==> src/hdl/eavt_pkg.sv <==
// Shared widths, constants and register indexes of the encoder angle and velocity tracker.
`default_nettype none

package eavt_pkg;

	localparam int COUNT_BITS = 14;
	localparam int FRAC_BITS  = 16;

	localparam int ZERO_W  = 14;
	localparam int PP_W    = 7;
	localparam int ALPHA_W = 17;
	localparam int CFG_W   = 17;
	localparam int CFG_A_W = 2;
	localparam int POS_W   = 32;
	localparam int VEL_W   = 31;

	localparam int D_W     = COUNT_BITS + 1;
	localparam int CDIFF_W = COUNT_BITS + 2;
	localparam int RAW_W   = D_W + FRAC_BITS;
	localparam int DIFF_W  = ((RAW_W > VEL_W) ? RAW_W : VEL_W) + 1;
	localparam int PROD_W  = DIFF_W + ALPHA_W + 1;
	localparam int ELEC_W  = COUNT_BITS + PP_W;

	localparam logic [CFG_A_W-1:0] REG_ZERO_OFFSET  = 2'd0;
	localparam logic [CFG_A_W-1:0] REG_POLE_PAIRS   = 2'd1;
	localparam logic [CFG_A_W-1:0] REG_FILTER_ALPHA = 2'd2;

	localparam logic [ZERO_W-1:0]  ZERO_OFFSET_RST  = 14'd9255;
	localparam logic [PP_W-1:0]    POLE_PAIRS_RST   = 7'd7;
	localparam logic [ALPHA_W-1:0] FILTER_ALPHA_RST = 17'd1966;

	localparam logic [ALPHA_W-1:0] Q_ONE = ALPHA_W'(1 << FRAC_BITS);

	localparam logic signed [CDIFF_W-1:0] CNT_HALF = CDIFF_W'(1 << (COUNT_BITS - 1));
	localparam logic signed [CDIFF_W-1:0] CNT_FULL = CDIFF_W'(1 << COUNT_BITS);

	localparam logic signed [PROD_W-1:0] VEL_MAX_X =
		{{(PROD_W - VEL_W + 1){1'b0}}, {(VEL_W - 1){1'b1}}};
	localparam logic signed [PROD_W-1:0] VEL_MIN_X =
		{{(PROD_W - VEL_W + 1){1'b1}}, {(VEL_W - 1){1'b0}}};
	localparam logic signed [VEL_W-1:0] VEL_MAX = {1'b0, {(VEL_W - 1){1'b1}}};
	localparam logic signed [VEL_W-1:0] VEL_MIN = {1'b1, {(VEL_W - 1){1'b0}}};
	localparam logic signed [POS_W-1:0] POS_MAX = {1'b0, {(POS_W - 1){1'b1}}};
	localparam logic signed [POS_W-1:0] POS_MIN = {1'b1, {(POS_W - 1){1'b0}}};

endpackage

`default_nettype wire

==> src/hdl/encoder_angle_velocity_tracker_unit.sv <==
// Top level of the encoder angle and velocity tracker: unwrap, electrical angle and IIR velocity.
//
//  channel | handshake           | payload
//  --------+---------------------+-----------------------------------------------------
//  input   | in_valid / in_stall | raw_count
//  output  | out_valid/out_stall | elec_angle, position_counts, velocity_q16, primed
//  config  | cfg_we              | cfg_addr, cfg_wdata
//
// One word is taken every cycle unless the input stalls; a word passes the input register
// and then the result register, which lie around the single filter multiply.
// Reset restores the register defaults and clears the tracker state; no clearing pass.
// A stalled result holds in the result register while one more word waits in the input
// register; the input stalls only when both are full.
`default_nettype none

module encoder_angle_velocity_tracker_unit (
	input  logic                                  clk,
	input  logic                                  arst_n,
	input  logic                                  cfg_we,
	input  logic [eavt_pkg::CFG_A_W-1:0]          cfg_addr,
	input  logic [eavt_pkg::CFG_W-1:0]            cfg_wdata,
	input  logic                                  in_valid,
	output logic                                  in_stall,
	input  logic [eavt_pkg::COUNT_BITS-1:0]       raw_count,
	output logic                                  out_valid,
	input  logic                                  out_stall,
	output logic [eavt_pkg::COUNT_BITS-1:0]       elec_angle,
	output logic signed [eavt_pkg::POS_W-1:0]     position_counts,
	output logic signed [eavt_pkg::VEL_W-1:0]     velocity_q16,
	output logic                                  primed
);

	logic [eavt_pkg::ZERO_W-1:0]  zero_offset_q;
	logic [eavt_pkg::PP_W-1:0]    pole_pairs_q;
	logic [eavt_pkg::ALPHA_W-1:0] filter_alpha_q;

	logic                              valid_s1;
	logic [eavt_pkg::COUNT_BITS-1:0]   raw_s1;

	logic [eavt_pkg::COUNT_BITS-1:0]   last_count_q;
	logic                              started_q;
	logic signed [eavt_pkg::POS_W-1:0] position_q;
	logic signed [eavt_pkg::VEL_W-1:0] velocity_q;

	logic                              out_valid_q;
	logic [eavt_pkg::COUNT_BITS-1:0]   elec_q;
	logic signed [eavt_pkg::POS_W-1:0] pos_out_q;
	logic signed [eavt_pkg::VEL_W-1:0] vel_out_q;
	logic                              primed_q;

	logic out_free;
	logic advance;
	logic accept_in;

	logic [eavt_pkg::COUNT_BITS-1:0]      rel;
	logic [eavt_pkg::ELEC_W-1:0]          elec_full;
	logic signed [eavt_pkg::CDIFF_W-1:0]  cdiff;
	logic signed [eavt_pkg::CDIFF_W-1:0]  cfold;
	logic signed [eavt_pkg::D_W-1:0]      d;
	logic signed [eavt_pkg::POS_W:0]      pos_sum;
	logic signed [eavt_pkg::POS_W-1:0]    pos_next;
	logic [eavt_pkg::ALPHA_W-1:0]         alpha_sat;
	logic signed [eavt_pkg::RAW_W-1:0]    raw_vel;
	logic signed [eavt_pkg::DIFF_W-1:0]   diff;
	logic signed [eavt_pkg::PROD_W-1:0]   prod;
	logic signed [eavt_pkg::PROD_W-1:0]   vsum;
	logic signed [eavt_pkg::VEL_W-1:0]    vel_next;

	assign out_free  = !out_valid_q || !out_stall;
	assign advance   = valid_s1 && out_free;
	assign in_stall  = valid_s1 && !out_free;
	assign accept_in = in_valid && !in_stall;

	assign rel       = raw_s1 - zero_offset_q;
	assign elec_full = eavt_pkg::ELEC_W'(rel) * eavt_pkg::ELEC_W'(pole_pairs_q);

	assign cdiff = $signed({2'b00, raw_s1}) - $signed({2'b00, last_count_q});

	always_comb begin
		if (cdiff > eavt_pkg::CNT_HALF) begin
			cfold = cdiff - eavt_pkg::CNT_FULL;
		end else if (cdiff < -eavt_pkg::CNT_HALF) begin
			cfold = cdiff + eavt_pkg::CNT_FULL;
		end else begin
			cfold = cdiff;
		end
	end

	assign d = cfold[eavt_pkg::D_W-1:0];

	assign pos_sum = $signed({position_q[eavt_pkg::POS_W-1], position_q})
		+ $signed({{(eavt_pkg::POS_W + 1 - eavt_pkg::D_W){d[eavt_pkg::D_W-1]}}, d});

	always_comb begin
		if (pos_sum[eavt_pkg::POS_W] != pos_sum[eavt_pkg::POS_W-1]) begin
			pos_next = pos_sum[eavt_pkg::POS_W] ? eavt_pkg::POS_MIN : eavt_pkg::POS_MAX;
		end else begin
			pos_next = pos_sum[eavt_pkg::POS_W-1:0];
		end
	end

	assign alpha_sat = (filter_alpha_q > eavt_pkg::Q_ONE) ? eavt_pkg::Q_ONE : filter_alpha_q;
	assign raw_vel   = {d, {eavt_pkg::FRAC_BITS{1'b0}}};
	assign diff = $signed({{(eavt_pkg::DIFF_W - eavt_pkg::RAW_W){raw_vel[eavt_pkg::RAW_W-1]}},
		raw_vel})
		- $signed({{(eavt_pkg::DIFF_W - eavt_pkg::VEL_W){velocity_q[eavt_pkg::VEL_W-1]}},
		velocity_q});
	assign prod = $signed({1'b0, alpha_sat}) * diff;
	assign vsum = (prod >>> eavt_pkg::FRAC_BITS)
		+ $signed({{(eavt_pkg::PROD_W - eavt_pkg::VEL_W){velocity_q[eavt_pkg::VEL_W-1]}},
		velocity_q});

	always_comb begin
		if (vsum > eavt_pkg::VEL_MAX_X) begin
			vel_next = eavt_pkg::VEL_MAX;
		end else if (vsum < eavt_pkg::VEL_MIN_X) begin
			vel_next = eavt_pkg::VEL_MIN;
		end else begin
			vel_next = vsum[eavt_pkg::VEL_W-1:0];
		end
	end

	always_ff @(posedge clk or negedge arst_n) begin
		if (!arst_n) begin
			zero_offset_q  <= eavt_pkg::ZERO_OFFSET_RST;
			pole_pairs_q   <= eavt_pkg::POLE_PAIRS_RST;
			filter_alpha_q <= eavt_pkg::FILTER_ALPHA_RST;
		end else if (cfg_we) begin
			case (cfg_addr)
				eavt_pkg::REG_ZERO_OFFSET: begin
					zero_offset_q <= cfg_wdata[eavt_pkg::ZERO_W-1:0];
				end
				eavt_pkg::REG_POLE_PAIRS: begin
					pole_pairs_q <= cfg_wdata[eavt_pkg::PP_W-1:0];
				end
				eavt_pkg::REG_FILTER_ALPHA: begin
					filter_alpha_q <= cfg_wdata[eavt_pkg::ALPHA_W-1:0];
				end
				default: begin
				end
			endcase
		end
	end

	always_ff @(posedge clk or negedge arst_n) begin
		if (!arst_n) begin
			valid_s1     <= 1'b0;
			out_valid_q  <= 1'b0;
			last_count_q <= '0;
			started_q    <= 1'b0;
			position_q   <= '0;
			velocity_q   <= '0;
		end else begin
			valid_s1    <= in_stall ? 1'b1 : in_valid;
			out_valid_q <= advance ? 1'b1 : (out_valid_q && out_stall);
			if (advance) begin
				last_count_q <= raw_s1;
				started_q    <= 1'b1;
				if (started_q) begin
					position_q <= pos_next;
					velocity_q <= vel_next;
				end else begin
					velocity_q <= '0;
				end
			end
		end
	end

	always_ff @(posedge clk) begin
		if (accept_in) begin
			raw_s1 <= raw_count;
		end
		if (advance) begin
			elec_q    <= elec_full[eavt_pkg::COUNT_BITS-1:0];
			pos_out_q <= started_q ? pos_next : position_q;
			vel_out_q <= started_q ? vel_next : '0;
			primed_q  <= started_q;
		end
	end

	assign out_valid       = out_valid_q;
	assign elec_angle      = elec_q;
	assign position_counts = pos_out_q;
	assign velocity_q16    = vel_out_q;
	assign primed          = primed_q;

endmodule

`default_nettype wire

==> config.mk <==
export PLATFORM = sky130hd
export DESIGN_NAME = encoder_angle_velocity_tracker_unit
export DESIGN_NICKNAME = d
export VERILOG_FILES = /design/src/hdl/eavt_pkg.sv /design/src/hdl/encoder_angle_velocity_tracker_unit.sv
export SDC_FILE = /design/constraint.sdc
export NUM_CORES = 2
export LEC_CHECK = 0
export ABC_AREA = 1
export BUFFER_PORTS_ARGS = -buffer_cell sky130_fd_sc_hd__buf_2
export CORE_ASPECT_RATIO = 1.75
export CORE_MARGIN = 5
export CORE_UTILIZATION = 40
export CTS_BUF_LIST = sky130_fd_sc_hd__clkbuf_8
export CTS_CLUSTER_DIAMETER = 80
export DETAILED_ROUTE_END_ITERATION = 12
export PLACE_DENSITY = 0.57
export SLEW_MARGIN = 20
export SYNTH_ARGS = -nofsm -noshare
export SYNTH_HDL_FRONTEND = slang
export SYNTH_SLANG_ARGS = --single-unit
==> constraint.sdc <==
create_clock -name clk -period 13.4 [get_ports clk]
set_input_delay 2.68 -clock clk [delete_from_list [all_inputs] [get_ports clk]]
set_output_delay 2.68 -clock clk [all_outputs]
set_load 0.005 [all_outputs]
# Yosys cells after proc, flatten, opt, wreduce, memory -nomap -nowiden
# Cells that the tools add are included.
dict set report totals {
  inputBits 38
  output_inout_bits 80
  wordCells 55
  reg_bits 210
}
dict set report op_classes {
  n_mul 2
  magnitude_cmp 5
  add_sub_neg 7
  n_eq_ne 3
  muxes 11
  reduce_logical 13
}
# operator count
set ops {}
lappend ops {{$mux 32} 3}
lappend ops {{$mux 31} 3}
lappend ops {{$mul 18x32->50} 1}
lappend ops {{$add 34x31->35} 1}
lappend ops {{$gt 35x31->1 const B} 1}
lappend ops {{$lt 35x31->1 const B} 1}
lappend ops {{$add 32x15->33} 1}
lappend ops {{$sub 31x31->32} 1}
lappend ops {{$mux 15} 2}
lappend ops {{$gt 17x17->1 const B} 1}
lappend ops {{$mux 17} 1}
lappend ops {{$add 15x15->15 const B} 1}
lappend ops {{$gt 15x15->1 const B} 1}
lappend ops {{$lt 15x14->1 const B} 1}
lappend ops {{$sub 14x14->15} 1}
lappend ops {{$sub 15x15->15 const B} 1}
lappend ops {{$mul 14x7->14} 1}
lappend ops {{$sub 14x14->14} 1}
lappend ops {{$reduce_and 2->1} 3}
lappend ops {{$logic_and 1x1->1} 4}
lappend ops {{$logic_not 1->1} 4}
lappend ops {{$eq 2x1->1 const B} 1}
lappend ops {{$eq 2x2->1 const B} 1}
lappend ops {{$logic_not 2->1} 1}
lappend ops {{other kinds (3)} 4}

# Depth between registers and ports, before layout
dict set report depth {
  depth_word 11
  ltp_mapped 70
  ltp_nobuf 67
}

# Least setup slack after synthesis
# Ideal clock, no wire load.
dict set report synth_timing {
  kind {flip-flop to flip-flop}
  startpoint {register raw_s1[0] in the netlist's numbering}
  endpoint {register vel_out_q, in the netlist velocity_q16[29] (data pin)}
  arrival_time_ns 10.221
  synth_period_minus_slack_ns 10.477
  path_buffers 3
  setup_slack_ns 2.923
  stages_incl_launch_ff 57
  required_ns 13.144
  setup_time_ns 0.256
  path_cell_list {edfxtp_1 > inv_1 > ha_1 > inv_1 > fa_1 > nand3_1 > nand2_1 > nand2_1 > nand2_1 > xor2_1 > or2_2 > nor2_1 > nand3_1 > nand2_1 > nand2_1 > ha_1 > inv_1 > nor3_1 > [21 not listed] > nand3_1 > nand3_1 > xor2_1 > ha_1 > a21oi_1 > o21ai_0 > nand2_1 > nand3_1 > a21oi_1 > nand3_1 > nand2_1 > nand2_2 > inv_1 > nand2_2 > buf_6 > buf_12 > nand3_2 > nand2_2}
}
dict set report synth_between {
  elab_chain_cells 11
  elab_cells_between_ends 15
  cone_classes {add/sub (5); mul (1); order compare (4); mux (5)}
}
# element line
set synth_rtl {}
lappend synth_rtl {{start, declared} encoder_angle_velocity_tracker_unit.sv:38} ;# logic [eavt_pkg::COUNT_BITS-1:0] raw_s1;
lappend synth_rtl {{start signal, assigned} encoder_angle_velocity_tracker_unit.sv:171} ;# raw_s1 <= raw_count;
lappend synth_rtl {{$sub 14x14->15 *} encoder_angle_velocity_tracker_unit.sv:77} ;# assign cdiff = $signed({2'b00, raw_s1}) - $signed({2'b00, last_count_q});
lappend synth_rtl {{$add 15x15->15 / $lt 15x14->1 (equally long branches)} {encoder_angle_velocity_tracker_unit.sv:83, encoder_angle_velocity_tracker_unit.sv:82}}
lappend synth_rtl {{$mux 15} encoder_angle_velocity_tracker_unit.sv:82} ;# end else if (cdiff < -eavt_pkg::CNT_HALF) begin
lappend synth_rtl {{$mux 15 *} encoder_angle_velocity_tracker_unit.sv:80} ;# if (cdiff > eavt_pkg::CNT_HALF) begin
lappend synth_rtl {{$sub 31x31->32 *} encoder_angle_velocity_tracker_unit.sv:106} ;# - $signed({{(eavt_pkg::DIFF_W - eavt_pkg::VEL_W){velocity_q[eavt_pkg::VEL_W-1]}},
lappend synth_rtl {{$mul 18x32->50 *} encoder_angle_velocity_tracker_unit.sv:108} ;# assign prod = $signed({1'b0, alpha_sat}) * diff;
lappend synth_rtl {{$add 34x31->35 *} encoder_angle_velocity_tracker_unit.sv:110} ;# + $signed({{(eavt_pkg::PROD_W - eavt_pkg::VEL_W){velocity_q[eavt_pkg::VEL_W-1]}},
lappend synth_rtl {{$lt 35x31->1} encoder_angle_velocity_tracker_unit.sv:116} ;# end else if (vsum < eavt_pkg::VEL_MIN_X) begin
lappend synth_rtl {{$mux 31} encoder_angle_velocity_tracker_unit.sv:116}
lappend synth_rtl {{$mux 31 *} encoder_angle_velocity_tracker_unit.sv:114} ;# if (vsum > eavt_pkg::VEL_MAX_X) begin
lappend synth_rtl {{$mux 31 *} --}
lappend synth_rtl {{end signal, assigned} encoder_angle_velocity_tracker_unit.sv:176} ;# vel_out_q <= started_q ? vel_next : '0;
lappend synth_rtl {{end, declared} encoder_angle_velocity_tracker_unit.sv:48} ;# logic signed [eavt_pkg::VEL_W-1:0] vel_out_q;
# Mark *: on every way between the ends. The rest lies on a longest branch, timed or not.
# A chain may end at the register's enable or synchronous reset.

# Final worst setup path
dict set report layout_timing {
  startpoint {register raw_s1[8] in the netlist's numbering}
  endpoint {register velocity_q[7] in the netlist's numbering}
}
dict set report layout_between {
  elab_chain_cells 11
  elab_cells_between_ends 15
  cone_classes {add/sub (5); mul (1); order compare (4); mux (5)}
}
# element line
set layout_rtl {}
lappend layout_rtl {{$sub 14x14->15 *} encoder_angle_velocity_tracker_unit.sv:77}
lappend layout_rtl {{$add 15x15->15 / $lt 15x14->1 (equally long branches)} {encoder_angle_velocity_tracker_unit.sv:83, encoder_angle_velocity_tracker_unit.sv:82}}
lappend layout_rtl {{$mux 15} encoder_angle_velocity_tracker_unit.sv:82}
lappend layout_rtl {{$mux 15 *} encoder_angle_velocity_tracker_unit.sv:80}
lappend layout_rtl {{$sub 31x31->32 *} encoder_angle_velocity_tracker_unit.sv:106}
lappend layout_rtl {{$mul 18x32->50 *} encoder_angle_velocity_tracker_unit.sv:108}
lappend layout_rtl {{$add 34x31->35 *} encoder_angle_velocity_tracker_unit.sv:110}
lappend layout_rtl {{$lt 35x31->1} encoder_angle_velocity_tracker_unit.sv:116}
lappend layout_rtl {{$mux 31} encoder_angle_velocity_tracker_unit.sv:116}
lappend layout_rtl {{$mux 31 *} encoder_angle_velocity_tracker_unit.sv:114}
lappend layout_rtl {{$mux 31 *} encoder_angle_velocity_tracker_unit.sv:159} ;# if (started_q) begin
lappend layout_rtl {{end signal, assigned} encoder_angle_velocity_tracker_unit.sv:161} ;# velocity_q <= vel_next;
lappend layout_rtl {{end, declared} encoder_angle_velocity_tracker_unit.sv:43} ;# logic signed [eavt_pkg::VEL_W-1:0] velocity_q;
# Marks and branches as above.

==> impl_metrics.tcl <==
set metrics [dict create \
    io_pins 118 \
    timing.slew.headroom_pct 25.0 \
    die_x_microns 238 \
    hp-class "register to register" \
    final.setup.tns_ns 0 \
    syn_avg_cell_area_sq_um 7.69 \
    final_common_cell "nand2_1" \
    antenna_found_initial 2 \
    worstHoldStart "zero_offset_q[6]" \
    max_stage_delay_ns 0.73 \
    path_clk_slew_ns 0.07 \
    synth-edff-count 92 \
    synth_compound_area_share_pct 6.75 \
    critical_path_buf_inv_count 8 \
    regToRegEndpoint "velocity_q[7]" \
    reg2reg_slack_ns 0.89 \
    gp_congestion 0.992 \
    worstMarginPinSlew_ns 1.12 \
    rsz0062_at_grt "no" \
    grt_max_degree 120 \
    syn_area_sq_um 36300 \
    slew_violations 0 \
    grt_pass1_wl_microns 191000 \
    mostFrequentLayoutCells "1201 x nand2_1, 996 x inv_1, 552 x fa_1" \
    cts_inserted_buffers 30 \
    yosys.cell_types.count 53 \
    cts_setup_buffers 0 \
    synthSimpleGateAreaFrac_pct 22.5 \
    dr_total_vias 30600 \
    drive_above_1_share_pct 7.36 \
    path_class "register to register" \
    clkLatencyLatePin_ns 0.66 \
    crit_path_end_kind "register" \
    final.period_utilization_pct 93.3 \
    initial_core_util_pct 40.2 \
    synth_xor_area_share_pct 3.48 \
    dr.pass1.iters 5 \
    yosysSeqAreaShare_pct 15.8 \
    wl_microns 123000 \
    cp_max_fo 19 \
    dieArea_sq_um 97000 \
    syn_to_final_growth_pct 7.13 \
    cts.sinks 210 \
    clock_path_buffers 3 \
    synthArstFlopShare_pct 56.2 \
    ys_ff_latch 210 \
    period_needed_ns 12.51 \
    h-tree-depth 1 \
    fmax_mhz 80.0 \
    crit_slowest_cell "fa_2" \
    grt_pass1_vias 34300 \
    worstRegToRegCells 54 \
    status "finished clean" \
    synth_top_family_by_area "adder cells" \
    hold_depth 2 \
    remaining_drc_errors 0 \
    synth.area.mux_share_pct 0.0621 \
    finalHoldViolCount 0 \
    synth_fa_ha_area_share_pct 39.3 \
    worst_clock_skew_ns 0.0346 \
    drtIter0Drc 1415 \
    worst_ep_required_time_ns 13.98 \
    dp_hpwl_microns 104000 \
    overflow 0 \
    grtUsageTotal_pct 25.3 \
    worstReg2RegStart "raw_s1[8]" \
    rows 146 \
    synthCells 4717 \
    crit_arrival_ns 13.09 \
    cts_root_buf "clkbuf_8" \
    vias_per_cell 5.10 \
    setup-violations-final 0 \
    tritoncts "yes" \
    core_sq_um 90200 \
    numPortBuffers 117 \
    critPathTopFamily "adder cells" \
    synth_fp_nets 5561 \
    maxCapViolCount 0 \
    start_kind "register" \
    ys.flop_type "dfrtp_1" \
    nets 5631 \
    hold_end "zero_offset_q[6]" \
    die_y_microns 408 \
    wl_per_cell_microns 20.5 \
    synth_warnings 0 \
    crit_path_frequent_cell "nand2_1" \
    postRouteAntennaNets 0 \
]
-- registers in the layout, indices dropped and copies added, names as in the netlist, 7 cells and up --
name             count
position_counts     32
last_count_q        14
filter_alpha_q      17
zero_offset_q       14
velocity_q          31
pole_pairs_q         7
elec_angle          14
raw_s1              14
velocity_q16        31
position_q          32
-- worst min-delay path: stages, from the launching register on --
cell and delay, ns:
dfrtp_1 0.35, nand2_1 0.05, o21ai_0 0.06
-- logic make-up after synthesis --
family | Yosys count
AND/OR/NAND/NOR | 1979
flip-flops | 210
AO/OA/AOI/OAI | 439
adder cells (fa/ha/maj) | 806
buffers and inverters | 1137
XOR/XNOR | 144
multiplexers | 2
-- area by class of cell --
| type | instances | area, sq um |
|---|---|---|
| clock inverters | 20 | 149 |
| diodes | 1 | 2.50 |
| well taps | 1184 | 1480 |
| multi-input cells | 3371 | 26200 |
| inverters | 1008 | 3790 |
| clock buffers | 34 | 468 |
| flip-flops and latches | 210 | 5740 |
| repair buffers | 166 | 972 |
| fillers | 9485 | 51400 |
-- through the flow --
stage	cell area [sq um]	cells	hold WS (ns)	setup slack [ns]	utilization (%)
CTS	38800	5992	0.491	0.0272	42.9
global route	38800	5994	0.514	0.00683	43.0
global placement	38100	5938	0.471	0.105	42.3
detailed placement	38100	5938	0.474	0.114	42.3
floorplan	36300	4717	0.453	2.92	-
finish	38800	5994	0.491	0.895	43.0
-- worst max path at each step --
stage / from / to / slack, ns / cells after the start
after floorplan: raw_s1[0] / velocity_q16[29] / 2.92 / 56
after global placement: raw_s1[3] / velocity_q[19] / 0.11 / 55
after detailed placement: raw_s1[3] / velocity_q[18] / 0.11 / 55
after CTS: raw_s1[3] / velocity_q[19] / 0.03 / 55
after global routing: raw_s1[4] / velocity_q[19] / 0.007 / 57
final: raw_s1[8] / velocity_q[7] / 0.89 / 54
-- layer usage --
layer / global-route usage, % / wire, microns
met1: 24.6 / 40400
met2: 51.3 / 69200
met3: 1.70 / 3900
met4: 14.4 / 9190
met5: 0 / 0
-- cell usage after synthesis (all sizes together) (2+ instances only) --
| cell type | n | area share, % |
|---|---|---|
| nand2 | 1234 | 13 |
| inv | 1005 | 10 |
| fa | 555 | 31 |
| nor2 | 426 | 4.5 |
| ha | 251 | 8.7 |
| nand3 | 199 | 3.0 |
| a21oi | 177 | 2.5 |
| o21ai | 156 | 2.2 |
| xor2 | 106 | 2.6 |
| dfrtp | 101 | 7.0 |
| edfxtp | 92 | 7.6 |
| clkbuf | 84 | 0.87 |
| buf | 45 | 0.74 |
| xnor2 | 38 | 0.92 |
| or2 | 37 | 0.64 |
| nor3 | 33 | 0.50 |
| a21o | 23 | 0.48 |
| a31oi | 23 | 0.40 |
| a21boi | 21 | 0.43 |
| nand4 | 21 | 0.36 |
| dfstp | 17 | 1.2 |
| nor4 | 12 | 0.21 |
| o21bai | 10 | 0.21 |
| o211ai | 9 | 0.19 |
| nand3b | 8 | 0.17 |
| o21a | 8 | 0.17 |
| and3 | 5 | 0.086 |
| a211oi | 3 | 0.062 |
| a31o | 3 | 0.072 |
| and2 | 3 | 0.052 |
| clkinv | 3 | 0.031 |
| o31ai | 3 | 0.062 |
| mux2 | 2 | 0.062 |
-- what timing repair did --
action | in CTS | in global routing
hold endpoints to repair | 0 | 0
hold buffers | 0 | 0
resized for setup | 0 | 14
setup endpoints to repair | 0 | 62
Power is left out: the tool's default activity adds up to more than one toggle a clock period on the data nets, which glitch-free logic cannot reach.
